$ cat src/hw/rtl/spti_pkg.sv
package spti_pkg;

  typedef logic signed [31:0] word_t;

  typedef enum logic [1:0] {
    STATUS_OK        = 2'd0,
    STATUS_FULL      = 2'd1,
    STATUS_DUPLICATE = 2'd2,
    STATUS_BAD_INDEX = 2'd3
  } status_t;

  typedef enum logic {
    ACT_INSERT = 1'b0,
    ACT_READ   = 1'b1
  } action_t;

  localparam logic CFG_SORT_DESCENDING  = 1'b0;
  localparam logic CFG_ALLOW_DUPLICATES = 1'b1;

  localparam int IN_DATA_W  = 72;
  localparam int OUT_DATA_W = 72;
  localparam int COUNT_W    = 5;

  // Commands from the controller to the datapath.
  typedef struct packed {
    logic capture;
    logic exec;
    logic sort_step;
    logic sort_odd;
    logic sort_last;
  } cmd_t;

  // Status from the datapath to the controller.
  typedef struct packed {
    logic need_sort;
    logic out_free;
  } stat_t;

  // True when key a must stand strictly before key b in the given order.
  function automatic logic comes_before(input word_t a, input word_t b, input logic desc);
    logic res;
    res = desc ? (a > b) : (a < b);
    return res;
  endfunction

endpackage

$ cat src/hw/rtl/spti_ctrl.sv
module spti_ctrl #(
  parameter int CAPACITY = 16
) (
  input  logic           clk,
  input  logic           rst_n,
  input  logic           in_tvalid,
  output logic           in_tready,
  input  spti_pkg::stat_t stat,
  output spti_pkg::cmd_t  cmd
);
  import spti_pkg::*;

  localparam int SW = (CAPACITY > 2) ? $clog2(CAPACITY) : 1;

  typedef enum logic [2:0] {
    S_IDLE = 3'b001,
    S_EXEC = 3'b010,
    S_SORT = 3'b100
  } state_t;

  state_t state_r, state_nxt;
  logic [SW-1:0] pass_r, pass_nxt;
  logic last_pass;

  assign in_tready = (state_r == S_IDLE) && stat.out_free;
  assign last_pass = (pass_r == SW'(CAPACITY - 1));

  always_comb begin
    cmd.capture   = in_tvalid && in_tready;
    cmd.exec      = (state_r == S_EXEC);
    cmd.sort_step = (state_r == S_SORT);
    cmd.sort_odd  = pass_r[0];
    cmd.sort_last = (state_r == S_SORT) && last_pass;
  end

  always_comb begin
    state_nxt = state_r;
    pass_nxt  = pass_r;
    unique case (state_r)
      S_IDLE: begin
        if (cmd.capture) begin
          state_nxt = S_EXEC;
        end
      end
      S_EXEC: begin
        pass_nxt = '0;
        if (stat.need_sort) begin
          state_nxt = S_SORT;
        end else begin
          state_nxt = S_IDLE;
        end
      end
      S_SORT: begin
        pass_nxt = pass_r + SW'(1);
        if (last_pass) begin
          state_nxt = S_IDLE;
        end
      end
      default: begin
        state_nxt = S_IDLE;
      end
    endcase
  end

  always_ff @(posedge clk) begin
    if (!rst_n) begin
      state_r <= S_IDLE;
      pass_r  <= '0;
    end else begin
      state_r <= state_nxt;
      pass_r  <= pass_nxt;
    end
  end

endmodule

$ cat config.mk
export PLATFORM = sky130hd
export DESIGN_NAME = spti_ctrl
export DESIGN_NICKNAME = d
export VERILOG_FILES = /design/src/hw/rtl/spti_pkg.sv /design/src/hw/rtl/spti_ctrl.sv
export SDC_FILE = /design/constraint.sdc
export NUM_CORES = 1
export LEC_CHECK = 0
export BUFFER_PORTS_ARGS = -buffer_cell sky130_fd_sc_hd__buf_2
export CAP_MARGIN = 10
export CELL_PAD_IN_SITES_DETAIL_PLACEMENT = 1
export CELL_PAD_IN_SITES_GLOBAL_PLACEMENT = 2
export CORE_MARGIN = 5
export CORE_UTILIZATION = 27
export DETAILED_ROUTE_END_ITERATION = 6
export GPL_TIMING_DRIVEN = 0
export PLACE_DENSITY = 0.67
export SETUP_SLACK_MARGIN = 0.02
export SYNTH_ARGS = -nofsm -noshare
export SYNTH_HDL_FRONTEND = slang
export SYNTH_SLANG_ARGS = --single-unit
$ cat constraint.sdc
create_clock -name clk -period 1.39 [get_ports clk]
set_input_delay 0.0695 -clock clk [delete_from_list [all_inputs] [get_ports clk]]
set_output_delay 0.0695 -clock clk [all_outputs]
set_load 0.05 [all_outputs]
### After elaboration in Yosys (flattened, before gate mapping)

Index checks and enable logic that the tools add are counted.

| storage, ports and cells | value |
|---|---|
| bits in registers | 7 |
| output and inout bits | 6 |
| word-level logic and storage cells | 19 |
| input port bits | 5 |

| operators by class | value |
|---|---|
| muxes and demuxes | 5 |
| $add $sub $neg | 1 |
| reduce and logical (&&, ||, !) cells | 5 |
| equal/unequal tests | 6 |

Operators with widths:

| cell | number |
|---|---|
| $mux 3 | 3 |
| $pmux 3 s3 | 1 |
| $pmux 4 s2 | 1 |
| $add 4x1->4 const B | 1 |
| $eq 4x4->1 const B | 1 |
| $eq 3x1->1 const B | 1 |
| $eq 3x2->1 const B | 1 |
| $eq 3x3->1 const B | 1 |
| $logic_and 1x1->1 | 3 |
| $ne 2x1->1 const B | 1 |
| $ne 2x2->1 const B | 1 |
| $reduce_and 2->1 | 1 |
| $reduce_bool 2->1 | 1 |

### Longest topological paths before layout

| logic depth | value |
|---|---|
| depth in word-level cells | 5 |
| gate-level depth with buffers | 5 |
| gate-level depth less buffers | 4 |

### Least setup slack after synthesis

Ideal clock, no wire load.

| path | value |
|---|---|
| path type | reg-to-output |
| start | reg state_r[0] |
| end | out cmd[0] (netlist bit) |
| path buffers | 1 |
| data arrival time | 1.477 ns |
| stages on the path, launching flop included | 4 |
| required time | 1.321 ns |
| slack | -0.157 ns |
| path through | dfxtp_1 or3b_1 buf_6 nor2_1 |

RTL lines:

| item | line | RTL |
|---|---|---|
| from (decl) | spti_ctrl.sv:21 | `state_t state_r, state_nxt;` |
| from (signal assigned) | spti_ctrl.sv:70 | `state_r <= state_nxt;` |
| to (decl) | spti_ctrl.sv:9 | `output spti_pkg::cmd_t cmd` |

==> reports/metrics.cfg <==
[run_status]
status=complete, no violations

[place]
portBuffers=10
preCtsSetupSlack_ns=0.0415
dp.cells=63
place.gp.congestion=0.656
dp_hpwl_um=747

[detailed_routing]
ant_nets=0
wire_per_inst_um=14.0
drtIter0Drc=3
vias=337
wirelength_um=937
drc=0
first_pass_iters=2
via_per_inst=5.03

[timing]
slew_violations=0
max_slew.worst_pin.slew_ns=0.251
setup_violations=0
max_freq_ghz=0.724
fin_tns_setup_ns=0
fin_crit_ns=1.38
final.setup_skew_ns=0.00479
period_share_pct=99.4
slew_headroom_pct=83.3
finalHoldViolCount=0
post-route-worst-setup-slack_ns=0.00834
rsz0062_at_grt=yes
fin_hold_ws_ns=0.0579

[logic_synthesis]
synthTopCellsByArea=dfxtp_1, a41oi_4, or3b_1
ys_types=20
ys_seq_elements=7
yosys.area.top_type=dfxtp_1
synthCells=38
ys_warn_count=0
netlist_area_um2=370
synth_nets=44
syn_area_per_cell_um2=9.75
ys_seq_area_share_pct=37.8
synth_top_area_share_pct=37.8

[setup_path]
r2r_cells=4
r2r_setup_slack_ns=0.08
start_kind=flip-flop
critPathMaxFanout=5
path_class=reg2out
cp-end-kind=output port
endpoint=cmd[0]
worstPathArrival_ns=1.31
reg2reg_from=state_r[1]
cp-startpoint=state_r[1]
cp.required_ns=1.32
reg2reg_to=pass_r[3]

[grt]
grt_pass1_vias=366
track_usage_pct=10.9
grt_pass1_wl_um=1550
antenna_found_initial=0
grt_max_degree=8
grt_overflow=0

[floorplan]
rows=13
io-pin-count=11
core_area_um2=1300
dieArea_um2=2210
start_util_pct=28.5
die_x_um=47.0
fp.dieH_um=47.0

[cells_and_area]
register_area_um2=148
drive_gt1_share_pct=53.8
final_nets=59
nFillCells=164
final_cells=67
synthToLayoutAreaGrowth_pct=40.5
fin_util_pct=40.0
multi_input_area_um2=201
n_antenna_cell=0

[clock_tree]
numCtsBuffers=3
cts_tree=yes
cts_max_path_buffers=2
clk_pin_slew_ns=0.05
cts_htree_levels=1
clock-sinks=7
insertion_delay_ns=0.26
clockRootBuffer=clkbuf_4

[pwr]
power.leakage_uw=0.000216
pwr_density_cell_nw_per_um2=837
max-vdd-ir-drop_uv=399

[job]
drv_cap=0

[worst_hold_path]
hp-class=in2reg

sequential cells by signal (all words and copies together) (netlist names):
| register | cells |
|---|---|
| pass_r | 4 |
| state_r | 3 |
through the flow:
step	total power, uW	area [um2]
2_1_floorplan	235	377
4_1_cts	442	500
3_5_place_dp	248	445
5_1_grt	454	520
6_report	436	520
3_3_place_gp	246	445
power by group:
group	leakage [uW]	internal, uW	total (uW)	switching, uW
Combinational	0.000142	13.2	40.3	27.1
Clock	0.0000150	110	192	82.0
Sequential	0.0000589	202	204	1.71
final cells by class:
class                   count  share of cell area, %
inverters                   4                   6.01
plain buffers               1                   1.44
flip-flops and latches      7                   28.4
repair buffers             11                   16.8
multi-input cells          25                   38.7
well taps                  15                   3.61
clock buffers               4                   5.05
cells by family (layout without fill, tap and decap cells):
family / Yosys count / count (layout) / synth area share, %
and+or+nand+nor: 16 / 16 / 23.6
AOI/OAI and AO/OA: 8 / 8 / 22.6
DFF: 7 / 7 / 37.8
buffers and inverters: 6 / 20 / 12.5
adders and majority gates: 1 / 1 / 3.38
critical path: stages (launching register included):
cell and delay, ns:
dfxtp_2 0.32, or3b_4 0.46, nor2_4 0.11, buf_6 0.16
worst min path at each step:
stage,from,to,slack [ns],cells after the start
detailed placement,rst_n,pass_r[0],0.33,2
CTS,rst_n,pass_r[0],0.06,2
floorplan,rst_n,pass_r[0],0.19,1
global placement,rst_n,pass_r[0],0.29,2
global route,rst_n,pass_r[0],0.07,2
finish,rst_n,pass_r[0],0.06,2
metal layers:
metal / vias to the layer above / GRT usage [%] / part of all wire (%) / wire length (um)
met5: - / 0 / 0 / 0
met1: 159 / 10.3 / 34 / 318
met4: 0 / 9.39 / 3.5 / 33
li1: 163 / - / - / -
met2: 10 / 17.3 / 55 / 519
met3: 5 / 5.75 / 7.0 / 66
what timing repair did:
| action | CTS | global route |
|---|---|---|
| pin swaps | 2 | 0 |
| setup endpoints to repair | 3 | 4 |
| hold buffers | 0 | 0 |
| setup buffers | 1 | 0 |
| resized for setup | 13 | 6 |
layout by cell type, fill, tap and decap left out, types with 2 or more instances in the layout:
cell type / count
buf_2: 6
nand2_1: 4
nor2_1: 3
buf_4: 3
clkbuf_4: 3
dfxtp_2: 3
dfxtp_1: 3
or3b_4: 2
inv_1: 2
nand3_1: 2
a21oi_1: 2
buf_6: 2
cell usage after synthesis (all sizes together):
cell / n
a41oi: 1
nand2: 4
ha: 1
inv: 3
a21oi: 2
and4bb: 1
a21o: 1
buf: 2
nand2b: 1
dfxtp: 7
a311oi: 2
and3: 1
nand3: 3
nor2: 4
or3b: 2
clkinv: 1
o21a: 1
a22oi: 1
Note: power is estimated with default switching activity, not from simulation.
