<file path="config.mk">
export PLATFORM = sky130hd
export DESIGN_NAME = spti_dp
export DESIGN_NICKNAME = d
export VERILOG_FILES = /design/src/hw/rtl/spti_pkg.sv /design/src/hw/rtl/spti_dp.sv
export SDC_FILE = /design/constraint.sdc
export NUM_CORES = 2
export LEC_CHECK = 0
export BUFFER_PORTS_ARGS = -buffer_cell sky130_fd_sc_hd__buf_2
export CORE_MARGIN = 4
export CORE_UTILIZATION = 30
export CTS_BUF_LIST = sky130_fd_sc_hd__clkbuf_16
export DETAILED_ROUTE_END_ITERATION = 8
export HOLD_SLACK_MARGIN = 0.08
export PLACE_DENSITY = 0.53
export SLEW_MARGIN = 10
export SYNTH_ARGS = -nofsm -noshare
export SYNTH_HDL_FRONTEND = slang
export SYNTH_SLANG_ARGS = --single-unit
export TNS_END_PERCENT = 1
</file>
<file path="constraint.sdc">
create_clock -name clk -period 9.3 [get_ports clk]
set_input_delay 2.79 -clock clk [delete_from_list [all_inputs] [get_ports clk]]
set_output_delay 2.79 -clock clk [all_outputs]
set_load 0.01 [all_outputs]
</file>
<file path="src/hw/rtl/spti_pkg.sv">
package spti_pkg;

  typedef logic signed [31:0] word_t;

  typedef enum logic [1:0] {
    STATUS_OK        = 2'd0,
    STATUS_FULL      = 2'd1,
    STATUS_DUPLICATE = 2'd2,
    STATUS_BAD_INDEX = 2'd3
  } status_t;

  typedef enum logic {
    ACT_INSERT = 1'b0,
    ACT_READ   = 1'b1
  } action_t;

  localparam logic CFG_SORT_DESCENDING  = 1'b0;
  localparam logic CFG_ALLOW_DUPLICATES = 1'b1;

  localparam int IN_DATA_W  = 72;
  localparam int OUT_DATA_W = 72;
  localparam int COUNT_W    = 5;

  // Commands from the controller to the datapath.
  typedef struct packed {
    logic capture;
    logic exec;
    logic sort_step;
    logic sort_odd;
    logic sort_last;
  } cmd_t;

  // Status from the datapath to the controller.
  typedef struct packed {
    logic need_sort;
    logic out_free;
  } stat_t;

  // True when key a must stand strictly before key b in the given order.
  function automatic logic comes_before(input word_t a, input word_t b, input logic desc);
    logic res;
    res = desc ? (a > b) : (a < b);
    return res;
  endfunction

endpackage

</file>
<file path="src/hw/rtl/spti_dp.sv">
module spti_dp #(
  parameter int CAPACITY = 16
) (
  input  logic                                 clk,
  input  logic                                 rst_n,
  input  logic [spti_pkg::IN_DATA_W-1:0]       in_tdata,
  input  logic [0:0]                           in_tuser,
  input  logic                                 cfg_valid,
  input  logic                                 cfg_index,
  input  logic                                 cfg_data,
  input  spti_pkg::cmd_t                       cmd,
  output spti_pkg::stat_t                      stat,
  output logic                                 out_tvalid,
  input  logic                                 out_tready,
  output logic [spti_pkg::OUT_DATA_W-1:0]      out_tdata,
  output logic [1:0]                           out_tuser
);
  import spti_pkg::*;

  localparam int CW = $clog2(CAPACITY + 1);
  localparam int IW = (CAPACITY > 2) ? $clog2(CAPACITY) : 1;
  localparam int XW = (CW > 4) ? CW : 4;

  // Item captured at acceptance.
  logic        act_r;
  word_t       key_r;
  word_t       val_r;
  logic [3:0]  idx_r;

  word_t       keys_r [CAPACITY];
  word_t       vals_r [CAPACITY];
  word_t       keys_nxt [CAPACITY];
  word_t       vals_nxt [CAPACITY];
  logic [CW-1:0] cnt_r, cnt_nxt;

  logic desc_r, allow_dup_r, sorted_desc_r;

  logic          out_valid_r;
  status_t       out_status_r;
  word_t         out_key_r, out_val_r;
  logic [COUNT_W-1:0] out_cnt_r;

  logic [CAPACITY-1:0] live, hit, after;
  logic          full, dup, mismatch, ins_ok, idx_bad, load;
  logic [XW-1:0] idx_x;
  status_t       res_status;
  word_t         rd_key, rd_val;

  always_comb begin
    for (int i = 0; i < CAPACITY; i++) begin
      live[i]  = (CW'(i) < cnt_r);
      hit[i]   = live[i] && ((keys_r[i] == key_r) || (vals_r[i] == val_r));
      after[i] = !live[i] || comes_before(key_r, keys_r[i], desc_r);
    end
  end

  assign full     = (cnt_r == CW'(CAPACITY));
  assign dup      = !allow_dup_r && (|hit);
  assign mismatch = (sorted_desc_r != desc_r) && (cnt_r > CW'(1));
  assign ins_ok   = (act_r == ACT_INSERT) && !full && !dup;
  assign idx_x    = XW'(idx_r);
  assign idx_bad  = (idx_x >= XW'(cnt_r));
  assign rd_key   = keys_r[idx_x[IW-1:0]];
  assign rd_val   = vals_r[idx_x[IW-1:0]];

  assign stat.need_sort = ins_ok && mismatch;
  assign stat.out_free  = !out_valid_r || out_tready;

  // Table update: shift-insert in order, plain append before a re-sort,
  // or one odd-even transposition pass with strict compares (stable).
  always_comb begin
    keys_nxt = keys_r;
    vals_nxt = vals_r;
    cnt_nxt  = cnt_r;
    if (cmd.exec && ins_ok) begin
      cnt_nxt = cnt_r + CW'(1);
      if (mismatch) begin
        keys_nxt[cnt_r[IW-1:0]] = key_r;
        vals_nxt[cnt_r[IW-1:0]] = val_r;
      end else begin
        if (after[0]) begin
          keys_nxt[0] = key_r;
          vals_nxt[0] = val_r;
        end
        for (int i = 1; i < CAPACITY; i++) begin
          if (after[i]) begin
            if (!after[i-1]) begin
              keys_nxt[i] = key_r;
              vals_nxt[i] = val_r;
            end else begin
              keys_nxt[i] = keys_r[i-1];
              vals_nxt[i] = vals_r[i-1];
            end
          end
        end
      end
    end else if (cmd.sort_step) begin
      for (int i = 0; i < CAPACITY - 1; i++) begin
        if ((i[0] == cmd.sort_odd) && (CW'(i + 1) < cnt_r) &&
            comes_before(keys_r[i+1], keys_r[i], desc_r)) begin
          keys_nxt[i]   = keys_r[i+1];
          vals_nxt[i]   = vals_r[i+1];
          keys_nxt[i+1] = keys_r[i];
          vals_nxt[i+1] = vals_r[i];
        end
      end
    end
  end

  always_comb begin
    if (act_r == ACT_READ) begin
      res_status = idx_bad ? STATUS_BAD_INDEX : STATUS_OK;
    end else if (full) begin
      res_status = STATUS_FULL;
    end else if (dup) begin
      res_status = STATUS_DUPLICATE;
    end else begin
      res_status = STATUS_OK;
    end
  end

  assign load = (cmd.exec && !stat.need_sort) || cmd.sort_last;

  always_ff @(posedge clk) begin
    if (cmd.capture) begin
      act_r <= in_tuser[0];
      key_r <= in_tdata[31:0];
      val_r <= in_tdata[63:32];
      idx_r <= in_tdata[67:64];
    end
    keys_r <= keys_nxt;
    vals_r <= vals_nxt;
    if (cmd.sort_last) begin
      out_status_r <= STATUS_OK;
      out_key_r    <= '0;
      out_val_r    <= '0;
      out_cnt_r    <= COUNT_W'(cnt_r);
    end else if (cmd.exec) begin
      out_status_r <= res_status;
      out_cnt_r    <= COUNT_W'(cnt_nxt);
      if ((act_r == ACT_READ) && !idx_bad) begin
        out_key_r <= rd_key;
        out_val_r <= rd_val;
      end else begin
        out_key_r <= '0;
        out_val_r <= '0;
      end
    end
  end

  always_ff @(posedge clk) begin
    if (!rst_n) begin
      cnt_r         <= '0;
      desc_r        <= 1'b0;
      allow_dup_r   <= 1'b1;
      sorted_desc_r <= 1'b0;
      out_valid_r   <= 1'b0;
    end else begin
      cnt_r <= cnt_nxt;
      if (cmd.exec && ins_ok) begin
        sorted_desc_r <= desc_r;
      end
      if (cfg_valid) begin
        unique case (cfg_index)
          CFG_SORT_DESCENDING:  desc_r      <= cfg_data;
          CFG_ALLOW_DUPLICATES: allow_dup_r <= cfg_data;
          default: ;
        endcase
      end
      if (load) begin
        out_valid_r <= 1'b1;
      end else if (out_tready) begin
        out_valid_r <= 1'b0;
      end
    end
  end

  assign out_tvalid = out_valid_r;
  assign out_tuser  = out_status_r;
  assign out_tdata  = {3'b000, out_cnt_r, out_val_r, out_key_r};

endmodule

</file>
-- Word-level counts from Yosys, hierarchy flattened
Cells that the tools add are included.
- $add $sub $neg: 1
- multipliers: 0
- div/mod/pow operators: 0
- $lt $le $gt $ge: 83
- equality and inequality tests: 50
- shift operators: 0
- muxes and demuxes: 190
- bitwise operators: 5
- reduce and logical (&&, ||, !) cells: 149
- operator list (operator ; number):
    two-way mux 64 bit ; 70
    two-way mux 512 bit ; 6
    two-way mux 32 bit ; 69
    bitwise mux 512 bit ; 2
    equality test 32 bit ; 32
    greater-than comparator 32 bit ; 31
    less-than comparator 32 bit ; 31
    binary-select mux 32 bit (select 4 bit) ; 2
    demux 32 bit (select 4 bit) ; 1
    logical AND 1 bit ; 55
    != test 3 bit, second input constant ; 16
    AND reduction 3 bit ; 16
    nonzero test 3 bit ; 14
    less-than comparator 4 x 5 -> 1 bit, first input constant ; 8
    logical OR 1 bit ; 34
    two-way mux 1 bit ; 33
    zero test 1 bit ; 22
    less-than comparator 3 x 5 -> 1 bit, first input constant ; 4
    OR reduction 16 bit ; 1
    two-way mux 5 bit ; 3
    >= comparator 5 bit, second input constant ; 2
    less-than comparator 1 x 5 -> 1 bit, first input constant ; 2
    less-than comparator 2 x 5 -> 1 bit, first input constant ; 2
    inverter 4 -> 5 bit ; 2
    other kinds (10) ; 20
- register bits after elaboration: 1173
- bits in latches: 0
- bits in writable memories: 0
- memory bits (read-only): 0
- output and inout bits: 77
- word-level logic and storage cells: 523
- memories: 0

-- Logic depth before layout (Yosys ltp)
- depth in word-level cells: 43
- gate-level depth with buffers: 19
- gate-level depth less buffers: 12

-- Worst setup path after synthesis
No wires, ideal clock.
- path kind: input -> register
- start: input port cmd[3] (netlist bit)
- end: register keys_r[64] (netlist bit) (enable)
- library setup time: 0.581 ns
- arrival time: 8.894 ns
- data required time: 8.719 ns
- setup slack: -0.174 ns
- stages: 9
- path buffers: 6
- path through: clkbuf_1 -> and3_1 -> clkbuf_1 -> a21oi_2 -> buf_4 -> buf_2 -> buf_2 -> buf_2 -> o31ai_1
- cells in the longest elaborated chain, start to end: 3
- elaborated cells on any way between the ends: 5
- RTL lines (what ; RTL line ; RTL):
    from (decl) ; spti_dp.sv:11 ; input spti_pkg::cmd_t cmd,
    logical AND 1 bit (*) ; spti_dp.sv:75 ; if (cmd.exec && ins_ok) begin
    != test 3 bit (no line), or another cell as far along ; -- ;
    AND reduction 3 bit (no line) (*) ; -- ;
    to (signal assigned) ; spti_dp.sv:131 ; keys_r <= keys_nxt;
    to (decl) ; spti_dp.sv:30 ; word_t keys_r [CAPACITY];
Mark *: on every way between the ends. The rest lies on a longest branch, timed or not.
A chain may end at the register's enable or synchronous reset.

==> results.sh <==
export IMPL_status="complete, no violations"
export IMPL_use_met3_pct=6.77
export IMPL_grt_pass1_wl_um=604000
export IMPL_placementRows=206
export IMPL_pwr_share_seq_pct=38.5
export IMPL_cts_reportedPaths_clkPinSlew_ns=0.06
export IMPL_hold_path_class="flip-flop to flip-flop"
export IMPL_wirelength_um=430000
export IMPL_firstDrtPassIters=6
export IMPL_syn_avg_cell_area_sq_um=10.6
export IMPL_worst_pin_slew_ns=1.32
export IMPL_crit_type="flip-flop to output port"
export IMPL_ys_seq_elements=1173
export IMPL_setup_tns_ns=0
export IMPL_clock_sinks=1173
export IMPL_finalSetupViolations=0
export IMPL_dp_hpwl_um=321000
export IMPL_cap_violations=0
export IMPL_endpoint_kind="output port"
export IMPL_path_max_fanout=10
export IMPL_die_x_um=570
export IMPL_syn_to_final_growth_pct=11.3
export IMPL_hold_start="out_key_r[22]"
export IMPL_async_flop_share_pct=0
export IMPL_via_per_inst=6.33
export IMPL_yosysTopAreaCellShare_pct=34.8
export IMPL_yosysWarnings=0
export IMPL_crit_slowest_cell="edfxtp_1"
export IMPL_syn_area_sq_um=94800
export IMPL_ant_nets=0
export IMPL_hold_violations=0
export IMPL_fillerInstances=31200
export IMPL_antenna_found_initial=40
export IMPL_crit_chain="ha_1, nand4_1, nor4_1, nor3b_1, nand3_1, a31oi_1, nor4_1, a21oi_1, nor4_1, buf_4, buf_2"
export IMPL_power_leakage_nw=42.9
export IMPL_worst_r2r_path_depth=15
export IMPL_drt_wirelength_per_cell_um=32.8
export IMPL_htree_levels=4
export IMPL_clock_skew_ns=0.0597
export IMPL_io_buffers=153
export IMPL_grt_usage_pct=25.3
export IMPL_synth_edf_count=1098
export IMPL_coreArea_sq_um=315000
export IMPL_whs_endpoint="out_key_r[22]"
export IMPL_cp_arrival_ns=5.99
export IMPL_clkPwrFrac_pct=31.6
export IMPL_synth_commonest_cells="1098 x edfxtp_1, 1000 x ha_1, 777 x a221o_1"
export IMPL_p_sw_mw=7.31
export IMPL_r2r_end="vals_r[309]"
export IMPL_gp_congestion=1.06
export IMPL_cts_root_buffer_cell="clkbuf_16"
export IMPL_ys_seq_area_share_pct=36.4
export IMPL_crit_top_cell="nor4_1"
export IMPL_rsz0062_at_grt="false"
export IMPL_switching_share_pct=37.0
export IMPL_required_ns=6.51
export IMPL_drc=0
export IMPL_first_global_vias=79000
export IMPL_p_int_mw=12.4
export IMPL_final_layout_size_suffix_gt1_share_pct=11.8
export IMPL_reg2reg_slack_ns=1.46
export IMPL_max_vdd_ir_drop_mv=0.114
export IMPL_syn_inst=8925
export IMPL_finalMaxSlewViolations=0
export IMPL_relSlewSlack_pct=11.3
export IMPL_vias=82800
export IMPL_cp_start_kind="flip-flop"
export IMPL_yosysTopAreaCell="edfxtp_1"
export IMPL_cts_tree="built"
export IMPL_grt_use_met1_pct=35.7
export IMPL_ctsLongestPathBuffers=4
export IMPL_pwr_share_comb_pct=29.9
export IMPL_die_area_sq_um=325000
export IMPL_ios=161
export IMPL_finalCritPeriodShare_pct=94.4
export IMPL_powerDensity_nw_per_um2=187
export IMPL_whs_path_depth=2
export IMPL_r2r_start="key_r[22]"
export IMPL_first_iter_violations=11500
export IMPL_fmax_ghz=0.114
export IMPL_yosysMostFrequentCell="edfxtp_1"
export IMPL_grt_remaining_overflow=0
export IMPL_synth_area_leaders="edfxtp_1 35%, ha_1 13%, a221o_1 8.2%"
export IMPL_clkLatencyLatePin_ns=0.87
export IMPL_die_h_um=570
export IMPL_start_util_pct=30.1
export IMPL_nets=9888
export IMPL_grt_max_degree=206
export IMPL_fin_crit_ns=8.78
export IMPL_grt_util_met2_pct=37.0
export IMPL_cpPeakStageDelay_ns=1.08
export IMPL_cts_buffers_inserted=159
export IMPL_top_usage_layer="met2"
export IMPL_power_total_mw=19.7
export IMPL_synth_cell_type_count=88
export IMPL_synth_flop_cell="edfxtp_1"
==> kinds of logic (layout without fill, tap and decap cells) <==
| group | after synthesis | in the layout | share of synthesized area [%] |
|---|---|---|---|
| DFF | 1173 | 1173 | 36.4 |
| AOI/OAI and AO/OA | 2139 | 2139 | 17.7 |
| and+or+nand+nor | 2358 | 2358 | 13.6 |
| xor gates and xnor gates | 524 | 524 | 4.84 |
| buffers and inverters | 1315 | 1314 | 5.64 |
| other | 1 | 12 | 0.00396 |
| muxes | 415 | 415 | 8.65 |
| adders and majority gates | 1000 | 1000 | 13.2 |
==> power by group through the flow <==
stage          sequential [mW]  combinational, mW  clock, mW
6_report                  7.61               5.90       6.23
5_1_grt                   7.65               6.32       6.51
4_1_cts                   7.54               5.79       6.33
3_5_place_dp              7.64               5.77          0
3_3_place_gp              7.62               5.67          0
2_1_floorplan             7.25               3.68          0
==> placed cells by master, fill, tap and decap left out, types with 256 or more instances in the layout <==
master	count
a21oi_1	383
and3_1	701
a221o_1	777
nand4_1	299
edfxtp_1	1098
nand2_1	459
mux4_2	320
xnor2_1	457
inv_1	646
buf_4	256
ha_1	1000
==> worst max-delay path by stage <==
| stage | from | slack [ns] | endpoint | cells past startpoint |
|---|---|---|---|---|
| floorplan | cmd[3] | 0.01 | keys_r[256] | 10 |
| global placement | key_r[31] | 1.33 | stat[1] | 11 |
| detailed placement | key_r[31] | 1.41 | stat[1] | 11 |
| CTS | key_r[31] | 0.48 | stat[1] | 11 |
| global route | key_r[31] | 0.43 | stat[1] | 13 |
| finish | key_r[27] | 0.52 | stat[1] | 11 |
==> flip-flops by register name (all words and copies together) (netlist names) <==
signal / cells
keys_r: 512
vals_r: 512
key_r: 32
out_key_r: 32
out_val_r: 32
val_r: 32
cnt_r: 5
out_cnt_r: 5
idx_r: 4
out_tuser: 2
act_r: 1
allow_dup_r: 1
desc_r: 1
out_tvalid: 1
sorted_desc_r: 1
==> repair_timing <==
| item | CTS | global route |
|---|---|---|
| setup buffers | 0 | 0 |
| endpoints found under the setup margin | 0 | 1 |
| resized for setup | 0 | 1 |
| hold buffers | 0 | 0 |
==> metrics by stage <==
step / hold WS, ns / cell area (sq um) / setup slack (ns) / instances / util (%)
floorplan: 0.469 / 94800 / 0.00981 / 8927 / -
global placement: 0.428 / 100000 / 1.33 / 12800 / 31.9
detailed placement: 0.437 / 100000 / 1.41 / 12800 / 31.9
CTS: 0.449 / 105000 / 0.476 / 13100 / 33.5
global route: 0.468 / 105000 / 0.429 / 13100 / 33.5
finish: 0.446 / 105000 / 0.524 / 13100 / 33.5
==> area by class of cell <==
type / count / area, sq um / area share [%]
multi-input cells: 6439 / 55600 / 52.7
flip-flops and latches: 1173 / 34500 / 32.7
well taps: 4160 / 5200 / 4.94
clock buffers: 163 / 4080 / 3.87
repair buffers: 418 / 2880 / 2.73
inverters: 613 / 2300 / 2.18
clock inverters: 120 / 920 / 0.872
diodes: 9 / 22.5 / 0.0214
==> metal layers <==
layer  part of all wire [%]  wire length (um)
met2                     42            180000
met4                    4.2             18300
met1                     42            180000
met3                     12             51700
met5                  0.022                95
==> critical path: cells and delay by family, from the launching register on <==
family | cells | cell delay, ns
AND/OR/NAND/NOR | 6 | 2.18
AO/OA/AOI/OAI | 2 | 1.20
flip-flops | 1 | 1.08
adder cells (fa/ha/maj) | 1 | 0.32
buffers and inverters | 2 | 0.31
(Power assumes the default switching activity.)
